**src/hw/rtl/aaf_pkg.sv**
```systemverilog
// Shared constants and arctangent table for the aim angle CORDIC pipeline.
package aaf_pkg;

    localparam int GUARD_BITS = 16;
    localparam int AW         = 36;
    localparam int YAW_W      = 16;
    localparam int PITCH_W    = 15;
    localparam int OUT_TDATA_W = 32;
    localparam int K_W        = 31;
    localparam int K_SHIFT    = 30 - GUARD_BITS;

    localparam logic [K_W-1:0] K_Q30 = 31'd1768195363;

    localparam logic signed [63:0] PI_Q32      = 64'sd13493037705;
    localparam logic signed [63:0] HALF_PI_Q32 = 64'sd6746518852;

    localparam logic [31:0] ATAN_Q32 [0:31] = '{
        32'hC90FDAA2, 32'h76B19C16, 32'h3EB6EBF2, 32'h1FD5BA9B,
        32'h0FFAADDC, 32'h07FF556F, 32'h03FFEAAB, 32'h01FFFD55,
        32'h00FFFFAB, 32'h007FFFF5, 32'h003FFFFF, 32'h00200000,
        32'h00100000, 32'h00080000, 32'h00040000, 32'h00020000,
        32'h00010000, 32'h00008000, 32'h00004000, 32'h00002000,
        32'h00001000, 32'h00000800, 32'h00000400, 32'h00000200,
        32'h00000100, 32'h00000080, 32'h00000040, 32'h00000020,
        32'h00000010, 32'h00000008, 32'h00000004, 32'h00000002
    };

endpackage

```
**src/hw/rtl/aaf_prerot.sv**
```systemverilog
// Quadrant fold ahead of a vectoring CORDIC chain, with zero-vector detect.
module aaf_prerot
    import aaf_pkg::*;
#(
    parameter int XW = 36,
    parameter int PW = 1
)
(
    input  logic                 clk,
    input  logic                 rst_n,
    input  logic                 en,
    input  logic                 in_valid,
    input  logic signed [XW-1:0] in_a,
    input  logic signed [XW-1:0] in_b,
    input  logic [PW-1:0]        in_pay,
    output logic                 out_valid,
    output logic signed [XW-1:0] out_a,
    output logic signed [XW-1:0] out_b,
    output logic signed [AW-1:0] out_ang,
    output logic                 out_zero,
    output logic [PW-1:0]        out_pay
);

    localparam logic signed [AW-1:0] HALF_PI = AW'(HALF_PI_Q32);

    logic                 valid_reg;
    logic signed [XW-1:0] a_reg, a_next;
    logic signed [XW-1:0] b_reg, b_next;
    logic signed [AW-1:0] ang_reg, ang_next;
    logic                 zero_reg, zero_next;
    logic [PW-1:0]        pay_reg;

    always_comb
    begin
        a_next    = in_a;
        b_next    = in_b;
        ang_next  = '0;
        zero_next = (in_a == '0) && (in_b == '0);
        if (in_a[XW-1])
        begin
            if (!in_b[XW-1])
            begin
                a_next   = in_b;
                b_next   = -in_a;
                ang_next = HALF_PI;
            end
            else
            begin
                a_next   = -in_b;
                b_next   = in_a;
                ang_next = -HALF_PI;
            end
        end
    end

    always_ff @(posedge clk or negedge rst_n)
    begin
        if (!rst_n)
        begin
            valid_reg <= 1'b0;
        end
        else if (en)
        begin
            valid_reg <= in_valid;
        end
    end

    always_ff @(posedge clk)
    begin
        if (en)
        begin
            a_reg    <= a_next;
            b_reg    <= b_next;
            ang_reg  <= ang_next;
            zero_reg <= zero_next;
            pay_reg  <= in_pay;
        end
    end

    assign out_valid = valid_reg;
    assign out_a     = a_reg;
    assign out_b     = b_reg;
    assign out_ang   = ang_reg;
    assign out_zero  = zero_reg;
    assign out_pay   = pay_reg;

endmodule

```
**config.mk**
```make
export PLATFORM = sky130hd
export DESIGN_NAME = aaf_prerot
export DESIGN_NICKNAME = d
export VERILOG_FILES = /design/src/hw/rtl/aaf_pkg.sv /design/src/hw/rtl/aaf_prerot.sv
export SDC_FILE = /design/constraint.sdc
export NUM_CORES = 1
export LEC_CHECK = 0
export ABC_AREA = 1
export BUFFER_PORTS_ARGS = -buffer_cell sky130_fd_sc_hd__buf_2
export CAP_MARGIN = 15
export CORE_MARGIN = 4
export CORE_UTILIZATION = 40
export CTS_BUF_LIST = sky130_fd_sc_hd__clkbuf_2
export CTS_CLUSTER_SIZE = 10
export DETAILED_ROUTE_END_ITERATION = 16
export PLACE_DENSITY = 0.66
export SLEW_MARGIN = 20
export SYNTH_ARGS = -nofsm -noshare
export SYNTH_HDL_FRONTEND = slang
export SYNTH_SLANG_ARGS = --single-unit
```
**constraint.sdc**
```tcl
create_clock -name clk -period 1.1 [get_ports clk]
set_input_delay 0.22 -clock clk [delete_from_list [all_inputs] [get_ports clk]]
set_output_delay 0.22 -clock clk [all_outputs]
set_load 0.005 [all_outputs]
```
==> Yosys cells after proc, flatten, opt, wreduce, memory -nomap -nowiden <==
Cells that the tools add are included.
{ "classes": {"n_reduce_logical": 4, "n_addsub": 2, "muxes": 5} }
{ "op_table": {"columns": ["cell", "n"], "rows": [
  ["36-bit 2-to-1 mux", 3],
  ["36-bit zero test", 2],
  ["36-bit negator", 2],
  ["35-bit 2-to-1 mux", 2],
  ["2-bit AND reduction", 1],
  ["1-bit logical AND", 1]
]} }
{ "totals": {"word_cells": 18, "reg_bits": 111, "out_inout_bits": 111, "in_bits": 77} }

==> Depth between registers and ports, before layout <==
{ "depth": {"word_depth": 3, "depth_mapped": 11, "ltp_nobuf": 11} }

==> Least setup slack after synthesis <==
No wires, ideal clock.
{ "synth_timing": {"path_type": "input to register", "startpoint": "in in_b[0]", "endpoint": "reg a_reg[22] (netlist: out_a[22]) (data pin)", "setup_slack_ns": -0.300, "t_arrival_ns": 1.136, "t_required_ns": 0.836, "stages": 9, "setup_time_ns": 0.264, "n_path_buf": 0, "path_cell_list": "inv_2 > ha_1 > nand3_4 > nand2_2 > o21ai_0 > nor2_2 > nand3_1 > nand3_1 > o21ai_1"} }
{ "synth_via": {"elab_chain_cells": 3} }
{ "synth_rtl": {"columns": ["element", "line_no", "rtl"], "rows": [
  ["start, declared", "aaf_prerot.sv:14", "input logic signed [XW-1:0] in_b,"],
  ["36-bit negator", "aaf_prerot.sv:49", "a_next = -in_b;"],
  ["35-bit 2-to-1 mux", "aaf_prerot.sv:41", "if (!in_b[XW-1])"],
  ["35-bit 2-to-1 mux", "aaf_prerot.sv:39", "if (in_a[XW-1])"],
  ["via a_next[22]", "aaf_prerot.sv:27", "logic signed [XW-1:0] a_reg, a_next;"],
  ["end signal, assigned", "aaf_prerot.sv:72", "a_reg <= a_next;"],
  ["end, declared", "aaf_prerot.sv:27", null]
]} }
The timed path passes the listed nets, and every way through them passes these cells.
A chain may end at the register's enable or synchronous reset.

==> results <==
- The pin count of the biggest net entering global routing is 50.
- After synthesis, the netlist uses 42 different library cells.
- The slowest stage of the critical path belongs to the cell sky130_fd_sc_hd__edfxtp_1.
- Traced cell by cell, the critical path runs through buf_12, buf_2.
- The worst ir drop on vdd is 526 uV.
- The number of clock buffers added by TritonCTS is 9.
- The worst-path maximum fanout is 18.
- The run finished, with violations left.
- The initial antenna violation count is 0.
- The violation count after the first detailed-route iteration is 582.
- The maximum root-to-sink buffer count is 2.
- The maximum level of the CTS H-tree is 3.
- The total routed wirelength is 20,300 um.
- The first global-routing pass estimated 31,200 um of wire.
- The mapped netlist covers 0.00570 mm2.
- The required time reported for the critical path endpoint is 880 ps.
- Cells with a size suffix above 1 make up 42.9% of the layout.
- The family with the most delay on the worst path is flip-flops.
- The worst flop-to-flop path startpoint is out_valid.
- Setup repair after global routing could not meet its margin everywhere.
- The average instance in the mapped netlist occupies 7.53 um2.
- The checks that failed: negative setup slack.
- In the final layout, the multi-input gates occupy 0.00299 mm2.
- The slack of the worst reg-to-reg path is 350 ps.
- The sort of element at the start of the critical path is a flip-flop.
- Along the worst hold path, the cell count comes to 4.
- The wire-length estimate of the detail-placed layout is 16,500 um.
- Counting flops and latches in the post-synthesis netlist gives 78.
- Of the available clock period, the critical path in the final layout requires 142%.
- The global-route total usage across every layer is 24.9%.
- The worst-case setup margin in the final layout is -467 ps.
- The later pin in the worst-skew pair is clocked with a latency of 580 ps.
- The synthesized instance count is 757.
- The congestion estimate from routability-driven global placement came to 0.968.
- The Yosys step of the flow raised 0 warnings.
- The initial utilization of the core area, before any placement, comes to 40.9%.
- Internal power comes to 0.00557 W.
- After detailed routing, the average wire length per cell comes to 16.0 um.
- Summed over all cells, the static leakage comes to 4.01 nW.
- The end of the worst register-to-register path is out_valid.
- The power density relative to cell area is 955 mW/mm2.
- Setup violations remaining at the end of the flow were counted as 109.
- During placement, the flow inserted port buffers numbering 185.
- At the end of the flow, the number of nets in the layout was 1,166.
- The first detailed-routing pass took 6 iterations.
- The worst hold path belongs to the class input pin to flip-flop.
- The final total power is 0.00822 W.
- In the routed layout, each cell is associated on average with a via count of 5.01.
- Clock-pin slew was measured on the worst setup and hold paths at 250 ps.
- Net switching is 32.3% of the power.
- For the finished layout, the period the worst path requires is 1570 ps.
- The total via count after detailed routing is 6,377.
- The arrival time of the worst setup path is 1350 ps.
- The max-capacitance violation count is 0.
- After routing, the total negative slack on setup checks comes to -36,050 ps.
- The portion of total power attributed to combinational logic is 30.8%.
- In this run the core area contains 43 standard-cell rows.
- The critical path's largest stage delay is 470 ps.
- The number of max-slew violations in the final report is 0.
- The I/O pin count is 188.
- Global routing finished with a remaining overflow of 0.
- The die is 127 um tall.
- The post-detailed-route DRC marker count is 0.
- The root buffer cell is sky130_fd_sc_hd__clkbuf_2.
- The count of nets left with antenna violations once routing finished came out at 0.
- The total net switching power is 0.00265 W.
- The worst clock skew is 0 ps.
- The filler cells instantiated in the layout total 1,269.
- The synthesis-to-finish area growth is 51.0%.
- Together, buffers and inverters on the worst path number 2.
- The share of the Yosys chip area taken by registers is 41.0%.
- The power share of the sequential group is 44.9%.
- TritonCTS built the clock tree.
- The horizontal die dimension is 127 um.
- The via count of the first global-routing pass is 5,882.
- The share of power burned in the clock network is 24.3%.
- The startpoint of the most critical hold path is in_b[26].
- The area used by sequential logic in the layout is 0.00234 mm2.
- Static timing analysis puts the maximum clock frequency at 0.638 GHz.
- Counting cells, the worst reg-to-reg path comes to 1.
- The kind of critical path is flip-flop to output port.
- STA classifies the critical path endpoint as an output port.
- The final-report hold violation count is 0.
- The endpoint of the worst hold-timing path is out_b[26].
- The die covers 0.0162 mm2.
- After floorplanning, the core was sized to cover 0.0139 mm2.
- The number of sinks driven by the clock tree is 78.
cell usage in the layout, fill, tap and decap left out, types with 9 or more instances in the layout:
cell	n
sky130_fd_sc_hd__dlygate4sd3_1	20
sky130_fd_sc_hd__buf_12	10
sky130_fd_sc_hd__o21ai_1	31
sky130_fd_sc_hd__nand4_1	22
sky130_fd_sc_hd__nor2_2	19
sky130_fd_sc_hd__clkbuf_2	9
sky130_fd_sc_hd__nor2_4	18
sky130_fd_sc_hd__o21ai_0	25
sky130_fd_sc_hd__buf_4	158
sky130_fd_sc_hd__nand3_1	68
sky130_fd_sc_hd__o21ai_2	12
sky130_fd_sc_hd__inv_1	49
sky130_fd_sc_hd__nand2_2	19
sky130_fd_sc_hd__nand2_1	212
sky130_fd_sc_hd__buf_6	18
sky130_fd_sc_hd__buf_2	169
sky130_fd_sc_hd__nor2_1	70
sky130_fd_sc_hd__edfxtp_1	77
sky130_fd_sc_hd__xor2_1	16
state kept, by name (all words and copies together), names as in the netlist:
register	flops
out_a	36
out_ang	3
out_b	36
out_pay	1
out_valid	1
out_zero	1
logic make-up (layout without fill, tap and decap cells):
logic type,count (synthesis),after routing,synth area share [%]
other cells,1,3,0.0658
xor+xnor,23,23,3.53
buf+inv,115,449,10.8
compound gates,83,83,7.97
fa+ha+maj,2,2,0.439
simple gates,454,454,36.0
mux,1,1,0.198
flops,78,78,41.0
power groups by stage:
stage | sequential, W | clock (W) | combinational (W)
after floorplan | 0.00381 | 0 | 0.00105
after global placement | 0.00377 | 0 | 0.00234
after detailed placement | 0.00378 | 0 | 0.00236
after CTS | 0.00369 | 0.00200 | 0.00249
after global routing | 0.00372 | 0.00212 | 0.00277
final | 0.00369 | 0.00200 | 0.00254
final cells by class:
type                    instances  area share, %
diodes                          1         0.0291
clock buffers                   9          0.523
clock inverters                 7           1.12
inverters                      58           3.17
multi-input cells             565           34.8
flip-flops and latches         78           27.2
well taps                     180           2.62
repair buffers                375           30.6
stage by stage:
stage,worst slack (ps),area (um2),hold slack (ps),util [%],std cells
finish,-467,8610,13.7,61.8,1273
global route,-533,8600,0.941,61.7,1272
CTS,-487,8510,0.0935,61.0,1268
detailed placement,-652,8090,-3.30,58.1,1230
global placement,-656,8090,-5.50,58.1,1230
floorplan,-186,6020,-75.6,-,758
worst max path at each step:
stage	start	to	slack [ps]	cells past startpoint
finish	out_ang[34]	out_ang[7]	-470	2
global route	out_ang[34]	out_ang[27]	-530	2
CTS	out_ang[34]	out_ang[4]	-490	2
detailed placement	in_a[1]	out_b[32]	-650	12
global placement	in_b[1]	out_zero	-660	8
floorplan	in_a[1]	out_b[10]	-190	8
cells in the mapped netlist (all sizes together):
library cell | number | area [um2]
a21oi | 4 | 23.8
xnor2 | 7 | 61.3
clkbuf | 8 | 30.0
dfrtp | 1 | 25.0
edfxtp | 77 | 2310
or2 | 3 | 18.8
o31ai | 1 | 7.51
o22ai | 5 | 31.3
a21o | 1 | 7.51
a31oi | 2 | 12.5
inv | 58 | 220
o211ai | 1 | 7.51
nand2 | 233 | 897
nand3 | 78 | 418
nor4 | 1 | 12.5
nand4 | 22 | 138
nor2 | 108 | 517
nor3 | 5 | 25.0
nand3b | 2 | 15.0
o21ai | 68 | 355
xor2 | 16 | 140
o221ai | 1 | 8.76
mux2 | 1 | 11.3
and2 | 2 | 12.5
buf | 49 | 363
ha | 2 | 25.0
conb | 1 | 3.75
routing by layer:
metal	vias to the layer above	wire length (um)	part of all wire [%]	global-route usage, %
li1	3143	-	-	-
met1	2903	8950	44	36.3
met2	307	8990	44	38.6
met3	24	2070	10	3.93
met4	0	324	1.6	6.25
met5	-	0	0	0
timing repair:
| item | 4_1_cts | 5_1_grt |
|---|---|---|
| setup buffers | 3 | 3 |
| resized for setup | 9 | 13 |
| hold endpoints to repair | 20 | 1 |
| gates cloned | 0 | 0 |
| pin swaps | 0 | 4 |
| endpoints found under the setup margin | 109 | 113 |
| hold buffers | 19 | 1 |
(Power assumes the default switching activity.)
